File: config.mk
export PLATFORM = sky130hd
export DESIGN_NAME = position_trapezoid_speed_planner
export DESIGN_NICKNAME = d
export VERILOG_FILES = /design/src/rtl/ptsp_pkg.sv /design/src/rtl/ptsp_mul.sv /design/src/rtl/ptsp_div.sv /design/src/rtl/ptsp_sqrt.sv /design/src/rtl/position_trapezoid_speed_planner.sv
export SDC_FILE = /design/constraint.sdc
export NUM_CORES = 2
export LEC_CHECK = 0
export ABC_AREA = 1
export BUFFER_PORTS_ARGS = -buffer_cell sky130_fd_sc_hd__buf_2
export CORE_UTILIZATION = 30
export DETAILED_ROUTE_END_ITERATION = 7
export PLACE_DENSITY = 0.48
export SLEW_MARGIN = 20
export SYNTH_ARGS = -nofsm -noshare
export SYNTH_HDL_FRONTEND = slang
export SYNTH_SLANG_ARGS = --single-unit
File: constraint.sdc
create_clock -name i_clk -period 12.92 [get_ports i_clk]
set_clock_uncertainty 0.05 [all_clocks]
set_input_delay 0.646 -clock i_clk [delete_from_list [all_inputs] [get_ports i_clk]]
set_output_delay 0.646 -clock i_clk [all_outputs]
set_load 0.05 [all_outputs]
File: src/rtl/ptsp_pkg.sv
package ptsp_pkg;
    localparam int FRAC_BITS_DEF = 16;
    localparam int WORD_W = 32;
    localparam int FRAC_W = 17;
    localparam int CFG_IDX_W = 3;
    localparam logic [16:0] FRACTION_ONE = 17'd65536;
    localparam int NEAR_DEGREES = 3;

    typedef enum logic [CFG_IDX_W-1:0] {
        REG_START_POS = 3'd0,
        REG_END_POS   = 3'd1,
        REG_START_SPD = 3'd2,
        REG_MAX_SPD   = 3'd3,
        REG_FINAL_SPD = 3'd4,
        REG_ACCEL_FR  = 3'd5,
        REG_DECEL_FR  = 3'd6
    } t_reg_idx;

    // Start request toward a serial arithmetic unit; done comes back on a separate port.
    typedef struct packed {
        logic start;
    } t_unit_req;
endpackage

File: src/rtl/ptsp_mul.sv
// Shift-add multiplier: one multiplier bit per cycle, unsigned.
module ptsp_mul #(
    parameter int A_W = 64,
    parameter int B_W = 32
) (
    input  logic                 i_clk,
    input  logic                 i_rst_n,
    input  ptsp_pkg::t_unit_req  i_req,
    input  logic [A_W-1:0]       i_a,
    input  logic [B_W-1:0]       i_b,
    output logic                 o_done,
    output logic [A_W+B_W-1:0]   o_p
);
    import ptsp_pkg::*;
    localparam int CW = $clog2(B_W + 1);
    logic [A_W+B_W-1:0] r_acc;
    logic [A_W+B_W-1:0] r_a;
    logic [B_W-1:0]     r_b;
    logic [CW-1:0]      r_cnt;
    logic               r_busy, r_done;

    // Step through multiplier bits from the LSB.
    always_ff @(posedge i_clk) begin
        r_done <= 1'b0;
        if (!i_rst_n) begin
            r_busy <= 1'b0;
            r_done <= 1'b0;
        end else if (i_req.start) begin
            r_acc  <= '0;
            r_a    <= {{B_W{1'b0}}, i_a};
            r_b    <= i_b;
            r_cnt  <= CW'(B_W);
            r_busy <= 1'b1;
        end else if (r_busy) begin
            if (r_b[0]) r_acc <= r_acc + r_a;
            r_a   <= r_a << 1;
            r_b   <= r_b >> 1;
            r_cnt <= r_cnt - 1'b1;
            if (r_cnt == CW'(1)) begin
                r_busy <= 1'b0;
                r_done <= 1'b1;
            end
        end
    end
    assign o_done = r_done;
    assign o_p    = r_acc;
endmodule

File: src/rtl/ptsp_div.sv
// Restoring divider: one quotient bit per cycle, quotient truncated to N_W bits.
module ptsp_div #(
    parameter int N_W = 64,
    parameter int D_W = 32
) (
    input  logic                 i_clk,
    input  logic                 i_rst_n,
    input  ptsp_pkg::t_unit_req  i_req,
    input  logic [N_W-1:0]       i_num,
    input  logic [D_W-1:0]       i_den,
    output logic                 o_done,
    output logic [N_W-1:0]       o_q
);
    import ptsp_pkg::*;
    localparam int CW = $clog2(N_W + 1);
    logic [N_W-1:0] r_n, r_q;
    logic [D_W:0]   r_rem;
    logic [D_W-1:0] r_d;
    logic [CW-1:0]  r_cnt;
    logic           r_busy, r_done;
    logic [D_W:0]   w_sh;

    assign w_sh = {r_rem[D_W-1:0], r_n[N_W-1]};

    always_ff @(posedge i_clk) begin
        r_done <= 1'b0;
        if (!i_rst_n) begin
            r_busy <= 1'b0;
            r_done <= 1'b0;
        end else if (i_req.start) begin
            r_n    <= i_num;
            r_d    <= i_den;
            r_rem  <= '0;
            r_q    <= '0;
            r_cnt  <= CW'(N_W);
            r_busy <= 1'b1;
        end else if (r_busy) begin
            r_n <= r_n << 1;
            if (w_sh >= {1'b0, r_d}) begin
                r_rem <= w_sh - {1'b0, r_d};
                r_q   <= {r_q[N_W-2:0], 1'b1};
            end else begin
                r_rem <= w_sh;
                r_q   <= {r_q[N_W-2:0], 1'b0};
            end
            r_cnt <= r_cnt - 1'b1;
            if (r_cnt == CW'(1)) begin
                r_busy <= 1'b0;
                r_done <= 1'b1;
            end
        end
    end
    assign o_done = r_done;
    assign o_q    = r_q;
endmodule

File: src/rtl/ptsp_sqrt.sv
// Digit-by-digit integer square root: one result bit per cycle.
module ptsp_sqrt #(
    parameter int X_W = 64
) (
    input  logic                 i_clk,
    input  logic                 i_rst_n,
    input  ptsp_pkg::t_unit_req  i_req,
    input  logic [X_W-1:0]       i_x,
    output logic                 o_done,
    output logic [X_W/2-1:0]     o_root
);
    import ptsp_pkg::*;
    localparam int R_W = X_W / 2;
    localparam int CW = $clog2(R_W + 1);
    logic [X_W-1:0] r_x;
    logic [R_W+1:0] r_rem;
    logic [R_W-1:0] r_root;
    logic [CW-1:0]  r_cnt;
    logic           r_busy, r_done;
    logic [R_W+1:0] w_rem, w_trial;

    assign w_rem   = {r_rem[R_W-1:0], r_x[X_W-1:X_W-2]};
    assign w_trial = {r_root, 2'b01};

    always_ff @(posedge i_clk) begin
        r_done <= 1'b0;
        if (!i_rst_n) begin
            r_busy <= 1'b0;
            r_done <= 1'b0;
        end else if (i_req.start) begin
            r_x    <= i_x;
            r_rem  <= '0;
            r_root <= '0;
            r_cnt  <= CW'(R_W);
            r_busy <= 1'b1;
        end else if (r_busy) begin
            r_x <= r_x << 2;
            if (w_rem >= w_trial) begin
                r_rem  <= w_rem - w_trial;
                r_root <= {r_root[R_W-2:0], 1'b1};
            end else begin
                r_rem  <= w_rem;
                r_root <= {r_root[R_W-2:0], 1'b0};
            end
            r_cnt <= r_cnt - 1'b1;
            if (r_cnt == CW'(1)) begin
                r_busy <= 1'b0;
                r_done <= 1'b1;
            end
        end
    end
    assign o_done = r_done;
    assign o_root = r_root;
endmodule

File: src/rtl/position_trapezoid_speed_planner.sv
// Position-based trapezoidal speed planner. One measured angle is taken per beat and one
// target speed (Q16.16 rpm, saturated) comes back with the reached and config_invalid
// flags. Items are worked one at a time by a sequencer over a shared bit-serial
// multiplier, divider and square-root unit, and the input stalls while the sequencer is
// busy. For a beat in a ramp phase the sequencer forms two squares of 32-bit speed
// magnitudes, a 64-bit divide, a scale and a root of a 64-bit value, each with a start
// and done handshake; a beat on the first point of the deceleration ramp skips the
// divide and scale. Cruise, outside and zero-length phase beats still form the phase
// lengths serially on every beat; a bad configuration skips the arithmetic units. The
// next angle is accepted on the edge after the result is written. The result is held in
// an output register, so a new angle is accepted while it waits; that next beat then
// holds its own result until the output register is free.
module position_trapezoid_speed_planner #(
    parameter int FRAC_BITS = ptsp_pkg::FRAC_BITS_DEF
) (
    input  logic                                i_clk,
    input  logic                                i_rst_n,
    input  logic                                i_cfg_we,
    input  logic [ptsp_pkg::CFG_IDX_W-1:0]      i_cfg_index,
    input  logic [ptsp_pkg::WORD_W-1:0]         i_cfg_data,
    input  logic                                i_valid,
    output logic                                o_stall,
    input  logic signed [ptsp_pkg::WORD_W-1:0]  i_measured_angle,
    output logic                                o_valid,
    input  logic                                i_stall,
    output logic signed [ptsp_pkg::WORD_W-1:0]  o_target_speed,
    output logic                                o_reached,
    output logic                                o_config_invalid
);
    import ptsp_pkg::*;

    localparam logic [33:0] NEAR = 34'(NEAR_DEGREES) << FRAC_BITS;

    typedef enum logic [3:0] {
        S_IDLE, S_SAC, S_SDE, S_CLASS, S_SQ_A, S_SQ_B, S_DIV, S_SCALE,
        S_ROOT, S_ZMUL, S_EMIT
    } t_state;

    // Configuration registers.
    logic signed [31:0] r_sp, r_ep, r_vs, r_vm, r_vf;
    logic [16:0]        r_af, r_df;
    logic               r_reached;

    t_state             r_state;
    logic signed [32:0] r_ang;
    logic [32:0]        r_ssu, r_sac, r_sde, r_num, r_den;
    logic [63:0]        r_v2a, r_v2b;
    logic               r_fwd;
    logic signed [31:0] r_spd;
    logic               r_bad;
    logic               r_ov;
    logic signed [31:0] r_out_spd;
    logic               r_out_rch, r_out_bad;

    // Shared unit operands and controls.
    t_unit_req          r_mreq, r_dreq, r_sreq;
    logic [63:0]        r_ma, r_sx;
    logic [31:0]        r_mb;
    logic [63:0]        r_dn;
    logic [32:0]        r_dd;
    logic               w_mdone, w_ddone, w_sdone;
    logic [95:0]        w_mp;
    logic [63:0]        w_dq;
    logic [31:0]        w_root;

    ptsp_mul #(.A_W(64), .B_W(32)) u_mul (
        .i_clk(i_clk), .i_rst_n(i_rst_n), .i_req(r_mreq), .i_a(r_ma), .i_b(r_mb),
        .o_done(w_mdone), .o_p(w_mp));
    ptsp_div #(.N_W(64), .D_W(33)) u_div (
        .i_clk(i_clk), .i_rst_n(i_rst_n), .i_req(r_dreq), .i_num(r_dn), .i_den(r_dd),
        .o_done(w_ddone), .o_q(w_dq));
    ptsp_sqrt #(.X_W(64)) u_sqrt (
        .i_clk(i_clk), .i_rst_n(i_rst_n), .i_req(r_sreq), .i_x(r_sx),
        .o_done(w_sdone), .o_root(w_root));

    // Combinational helpers.
    logic signed [32:0] w_sp, w_ep, w_dse, w_s, w_dend;
    logic [32:0]        w_sabs, w_dabs;
    logic [31:0]        w_mvs, w_mvm, w_mvf;
    logic               w_cfg_bad;
    logic signed [63:0] w_zp;
    logic [63:0]        w_zm;
    logic signed [63:0] w_zq;
    logic signed [31:0] w_zsat;
    logic [32:0]        w_cruise_end;

    assign w_sp   = 33'(r_sp);
    assign w_ep   = 33'(r_ep);
    assign w_dse  = w_ep - w_sp;
    assign w_s    = r_ang - w_sp;
    assign w_sabs = w_s[32] ? 33'(-w_s) : 33'(w_s);
    assign w_dend = r_ang - w_ep;
    assign w_dabs = w_dend[32] ? 33'(-w_dend) : 33'(w_dend);
    assign w_mvs  = r_vs[31] ? 32'(-r_vs) : 32'(r_vs);
    assign w_mvm  = r_vm[31] ? 32'(-r_vm) : 32'(r_vm);
    assign w_mvf  = r_vf[31] ? 32'(-r_vf) : 32'(r_vf);
    assign w_cfg_bad = (r_af > FRACTION_ONE) || (r_df > FRACTION_ONE) || (r_vm < r_vs);
    assign w_cruise_end = r_ssu - r_sde;

    // Signed zero-length product from the magnitude product, floor shift, saturate.
    assign w_zm = w_mp[63:0];
    assign w_zp = (r_vs[31] ^ r_vm[31]) ? -$signed(w_zm) : $signed(w_zm);
    assign w_zq = w_zp >>> FRAC_BITS;
    assign w_zsat = (w_zq > 64'sd2147483647) ? 32'sh7fffffff :
                    (w_zq < -64'sd2147483648) ? 32'sh80000000 : 32'(w_zq);

    // Final sign handling for the normal path.
    function automatic logic signed [31:0] f_dir(input logic signed [31:0] v,
                                                 input logic fwd);
        if (fwd) return v;
        if (v == 32'sh80000000) return 32'sh7fffffff;
        return -v;
    endfunction

    assign o_stall = (r_state != S_IDLE);

    always_ff @(posedge i_clk) begin
        r_mreq.start <= 1'b0;
        r_dreq.start <= 1'b0;
        r_sreq.start <= 1'b0;
        if (!i_rst_n) begin
            r_sp <= '0; r_ep <= '0; r_vs <= '0; r_vm <= '0; r_vf <= '0;
            r_af <= '0; r_df <= '0;
            r_reached <= 1'b0;
            r_state <= S_IDLE;
            o_valid <= 1'b0;
            r_mreq.start <= 1'b0;
            r_dreq.start <= 1'b0;
            r_sreq.start <= 1'b0;
        end else begin
            if (o_valid && !i_stall && (r_state != S_EMIT)) o_valid <= 1'b0;
            // Register writes; only a known register clears the arrival flag.
            if (i_cfg_we) begin
                if (i_cfg_index <= REG_DECEL_FR) r_reached <= 1'b0;
                unique case (i_cfg_index)
                    REG_START_POS: r_sp <= i_cfg_data;
                    REG_END_POS:   r_ep <= i_cfg_data;
                    REG_START_SPD: r_vs <= i_cfg_data;
                    REG_MAX_SPD:   r_vm <= i_cfg_data;
                    REG_FINAL_SPD: r_vf <= i_cfg_data;
                    REG_ACCEL_FR:  r_af <= i_cfg_data[16:0];
                    REG_DECEL_FR:  r_df <= i_cfg_data[16:0];
                    default:       ;
                endcase
            end
            unique case (r_state)
                S_IDLE: begin
                    if (i_valid && !o_stall) begin
                        r_ang <= 33'(i_measured_angle);
                        r_fwd <= (w_dse > 0);
                        r_ssu <= w_dse[32] ? 33'(-w_dse) : 33'(w_dse);
                        r_ov  <= 1'b0;
                        if (w_cfg_bad) begin
                            r_spd <= '0; r_bad <= 1'b1;
                            r_state <= S_EMIT;
                        end else if (r_sp == r_ep) begin
                            r_ma <= 64'(w_mvs); r_mb <= w_mvm;
                            r_mreq.start <= 1'b1;
                            r_state <= S_ZMUL;
                        end else begin
                            r_ma <= 64'(w_dse[32] ? 33'(-w_dse) : 33'(w_dse));
                            r_mb <= 32'(r_af);
                            r_mreq.start <= 1'b1;
                            r_state <= S_SAC;
                        end
                    end
                end
                S_ZMUL: if (w_mdone) begin
                    r_spd <= w_zsat; r_bad <= 1'b0;
                    r_state <= S_EMIT;
                end
                S_SAC: if (w_mdone) begin
                    r_sac <= w_mp[48:16];
                    r_ma <= 64'(r_ssu); r_mb <= 32'(r_df);
                    r_mreq.start <= 1'b1;
                    r_state <= S_SDE;
                end
                S_SDE: if (w_mdone) begin
                    r_sde <= w_mp[48:16];
                    r_state <= S_CLASS;
                end
                S_CLASS: begin
                    r_bad <= 1'b0;
                    r_ov <= 1'b0;
                    if (r_sac == '0 || r_sde == '0) begin
                        r_spd <= '0; r_bad <= 1'b1;
                        r_state <= S_EMIT;
                    end else if (r_fwd ? (r_ang < w_sp) : (r_ang > w_sp)) begin
                        r_spd <= r_vs; r_ov <= 1'b1; r_state <= S_EMIT;
                    end else if (r_fwd ? (r_ang > w_ep) : (r_ang < w_ep)) begin
                        r_spd <= r_vf; r_ov <= 1'b1; r_state <= S_EMIT;
                    end else if (w_sabs < r_sac) begin
                        r_num <= w_sabs; r_den <= r_sac;
                        r_ma <= 64'(w_mvs); r_mb <= w_mvs;
                        r_mreq.start <= 1'b1;
                        r_state <= S_SQ_A;
                    end else if (w_sabs < w_cruise_end) begin
                        r_spd <= r_vm; r_ov <= 1'b1; r_state <= S_EMIT;
                    end else begin
                        r_num <= r_ssu - w_sabs; r_den <= r_sde;
                        r_ma <= 64'(w_mvf); r_mb <= w_mvf;
                        r_mreq.start <= 1'b1;
                        r_state <= S_SQ_A;
                    end
                end
                S_SQ_A: if (w_mdone) begin
                    r_v2a <= w_mp[63:0];
                    r_ma <= 64'(w_mvm); r_mb <= w_mvm;
                    r_mreq.start <= 1'b1;
                    r_state <= S_SQ_B;
                end
                S_SQ_B: if (w_mdone) begin
                    r_v2b <= w_mp[63:0];
                    if (r_num >= r_den) begin
                        // At the decel start, a full decel phase from the end: pure max speed squared.
                        r_sx <= w_mp[63:0];
                        r_sreq.start <= 1'b1;
                        r_state <= S_ROOT;
                    end else begin
                        r_dn <= {r_num[31:0], 32'd0};
                        r_dd <= r_den;
                        r_dreq.start <= 1'b1;
                        r_state <= S_DIV;
                    end
                end
                S_DIV: if (w_ddone) begin
                    r_ma <= (r_v2b >= r_v2a) ? r_v2b - r_v2a : r_v2a - r_v2b;
                    r_mb <= w_dq[31:0];
                    r_mreq.start <= 1'b1;
                    r_state <= S_SCALE;
                end
                S_SCALE: if (w_mdone) begin
                    r_sx <= (r_v2b >= r_v2a) ? r_v2a + w_mp[95:32] : r_v2a - w_mp[95:32];
                    r_sreq.start <= 1'b1;
                    r_state <= S_ROOT;
                end
                S_ROOT: if (w_sdone) begin
                    r_spd <= w_root[31] ? 32'sh7fffffff : $signed(w_root);
                    r_ov <= 1'b1;
                    r_state <= S_EMIT;
                end
                // Write the result once the output register is free.
                S_EMIT: if (!(o_valid && i_stall)) begin
                    if (r_ov) begin
                        if (w_dabs < NEAR) begin
                            r_reached <= 1'b1;
                            r_out_rch <= 1'b1;
                            r_out_spd <= '0;
                        end else begin
                            if (w_dabs > NEAR) begin
                                r_reached <= 1'b0;
                                r_out_rch <= 1'b0;
                            end else begin
                                r_out_rch <= r_reached;
                            end
                            r_out_spd <= f_dir(r_spd, r_fwd);
                        end
                    end else begin
                        r_out_spd <= r_spd;
                        r_out_rch <= r_reached;
                    end
                    r_out_bad <= r_bad;
                    o_valid <= 1'b1;
                    r_state <= S_IDLE;
                end
                default: r_state <= S_IDLE;
            endcase
        end
    end

    assign o_target_speed   = r_out_spd;
    assign o_reached        = r_out_rch;
    assign o_config_invalid = r_out_bad;
endmodule
==> summary.txt <==
Outcome
  – Status: complete, no violations

Worst setup path
  – Worst setup path end: r_ma[59]$_DFFE_PP_
  – CP Launch Point: r_ang[31]$_DFFE_PP_
  – FF-to-FF setup slack: 4.90 ns
  – Most used cell, CP: nand2_1
  – Nature of the critical path startpoint: flop
  – CP max stage delay: 0.74 ns
  – Worst path required time: approximately 13 ns
  – Worst path slowest cell: buf_4
  – FF-to-FF path depth: 32
  – Worst Setup End Kind: flop
  – Worst path arrival time: 8.43 ns
  – Critical R2R Launch: r_ang[31]$_DFFE_PP_
  – RR Endpoint: r_ma[59]$_DFFE_PP_
  – Worst-path maximum fanout: 56
  – CP Class: flop to flop

Placement
  – Placed inst area: between 100,000 and 150,000 um2
  – GPL Wtd Cong: roughly 1.0
  – HPWL after detailed placement: ~310,000 um
  – Port Buffer Count: 107
  – Worst slack at placement: 5.03 ns

Global routing
  – Initial antenna violation count: 28
  – Grt total ovfl: 0
  – Vias in the first global route: 81,200
  – Total GRT Usage: about a quarter
  – First-pass GRT wire length: ~560,000 um
  – Largest net degree at the start of global routing: between 80 and 90

Detailed routing
  – Final WL: approximately 400,000 um
  – DRC viols: 0
  – Wire length per cell: 23.5 um
  – Vias: just under 90,000
  – Post-route ant nets: 0
  – First drt pass iteration count: 6
  – Initial drt markers: 9,264
  – Routed vias/inst: slightly above 5

CTS
  – Root buffer cell: clkbuf_16
  – H-tree depth: 4
  – TritonCTS buffer count: roughly 170
  – CTS tree: built
  – Max Root-Sink Buffers: 4
  – Clock Latency Late Sink: slightly below 0.9 ns
  – Clock sinks: ~1,300
  – Post-CTS setup buffers: 0
  – Clk slew on worst S/H paths: 0.06 ns

Logic synthesis
  – Ys flop type: edfxtp_1
  – Largest area contributor in the netlist: edfxtp_1
  – FF+latch count, synth: 1,329
  – Post-synth EDFFs: between 1,000 and 1,500
  – Asr flop ratio synth: 0%
  – Gate Count Post-Synth: roughly 12,000
  – Sequential area share after synthesis: 40.1%
  – Count of cell types in the netlist: 77
  – Synth area leaders: edfxtp_1, nand2_1, ha_1, inv_1, a21oi_1
  – Synth top area share: 35.7%
  – Synthesized net count: between 10,000 and 15,000
  – Yosys warnings: 0
  – Synth Cell Area: ~94,000 um2
  – Count leader, synth: nand2_1
  – Synth cell count leaders: nand2_1, inv_1, nor2_1, a21oi_1, edfxtp_1
  – Syn avg cell area: 7.70 um2

Timing
  – Final Worst Setup Slack: between 4 and 5 ns
  – Final hold viol count: 0
  – Max-slew violations: 0
  – Slew HR: about 8.4%
  – RSZ-0062 raised after global routing: no
  – Tcrit/Tclk final: 62.0%
  – Worst-margin pin slew: between 1 and 1.5 ns
  – Sum Neg Setup Slack: 0 ns
  – Max Clk Rate: about 120 MHz
  – Period minus WS final: 8.02 ns
  – Final setup fails: 0

Run
  – Max Cap Violations: 0

Layout
  – Area Growth Syn to Fin: 12.4%
  – Share of cells above drive strength 1: under 10%
  – Nets: 13,100
  – # fillers: approximately 33,000
  – Design Area, Final: 106,000 um2

Die
  – Die H: ~560 um
  – Die ar.: ~320,000 um2
  – Core Region: about 310,000 um2
  – Top Ports: between 100 and 150
  – Starting Density: a little under a third
  – FP Rows: between 200 and 250
  – Die width: between 500 and 600 um

Pwr
  – Max IR drop VDD: approximately 110 uV
  – Pwr dens: between 150 and 200 nW/um2
  – Static Leak: about 45 nW

Min path
  – Hold Path Class: input port to flop
  – Worst Min Path Start: i_measured_angle[3]
[sequential cells by signal, indices dropped and copies added (netlist names), 64 cells and up]
register,flops
u_mul.o_p,96
u_mul.r_a,96
r_ma,64
r_sx,64
r_v2a,64
r_v2b,64
u_sqrt.r_x,64
[placed cells by master (no fill, tap or decap), types with 53 or more instances in the layout]
cell type and n:
buf_2 106, nor4_1 64, nor2_1 1285, nand3_1 371, buf_4 154, o21ai_1 53, o21a_1 69, edfxtp_1 1120
o211ai_1 85, xor2_1 346, nand2_1 2328, dfxtp_1 206, o21ai_0 983, nand4_1 112, nor3_1 168, a31oi_1 140
ha_1 647, xnor2_1 161, or2_2 56, clkbuf_16 170, inv_1 1938, a21oi_1 1280
[cell type report]
type | count | area (um2) | area share (%)
multi-input cells | 8636 | 48000 | 45.3
flip-flops and latches | 1329 | 37800 | 35.7
inverters | 1968 | 7390 | 6.98
well taps | 4140 | 5180 | 4.89
clock buffers | 221 | 4600 | 4.34
repair buffers | 292 | 2000 | 1.89
clock inverters | 85 | 953 | 0.900
diodes | 3 | 7.51 | 0.00709
[layer usage]
metal	up-vias	GRT usage [%]	routed length [um]
met5	-	0	90
met4	14	8.16	14700
met3	539	3.52	30400
met2	3173	35.9	164000
met1	41300	35.1	183000
li1	41400	-	-
[logic make-up after synthesis]
family                     count (synthesis)  synth area share, %
and+or+nand+nor                         4512                 19.7
AOI/OAI and AO/OA                       2952                 17.4
buffers and inverters                   2268                 9.14
DFF                                     1329                 40.1
adders and majority gates                657                 8.80
xor gates and xnor gates                 509                 4.76
muxes                                      6               0.0637
[worst max-delay path: cells and delay by family (launching register included)]
kind / cells / cell delay (ns)
and+or+nand+nor: 17 / 2.55
adders and majority gates: 2 / 0.87
buffers and inverters: 6 / 2.13
xor gates and xnor gates: 2 / 0.53
AOI/OAI and AO/OA: 5 / 0.91
DFF: 1 / 0.42
[what timing repair did]
action | CTS | global route
gates resized for setup | 0 | 0
hold buffers | 31 | 0
hold endpoints to repair | 31 | 0
[where the power goes]
group	internal [mW]	total (mW)	switching (mW)
clock	2.86	4.89	2.03
sequential	5.45	5.91	0.459
combinational	2.10	7.21	5.11
[worst min-delay path by stage]
| stage | end | depth (start not counted) |
|---|---|---|
| 2_1_floorplan | o_config_invalid$_DFFE_PP_ | 0 |
| 3_3_place_gp | u_div.r_d[20]$_DFFE_PP_ | 0 |
| 3_5_place_dp | u_div.r_d[1]$_DFFE_PP_ | 0 |
| 4_1_cts | r_ang[3]$_DFFE_PP_ | 1 |
| 5_1_grt | r_ang[3]$_DFFE_PP_ | 1 |
| 6_report | r_ang[3]$_DFFE_PP_ | 1 |
[per-stage QoR]
| stage | power [mW] | cells | hold WS, ns | util, % |
|---|---|---|---|---|
| after floorplan | 10.4 | 12200 | 0.350 | - |
| after global placement | 13.1 | 16300 | 0.350 | 32.1 |
| after detailed placement | 13.0 | 16300 | 0.355 | 32.1 |
| after CTS | 18.0 | 16700 | 0.0204 | 33.9 |
| after global routing | 19.0 | 16700 | 0.0337 | 33.9 |
| final | 18.0 | 16700 | 0.0609 | 33.9 |
Power figures use the tool's default switching activity.
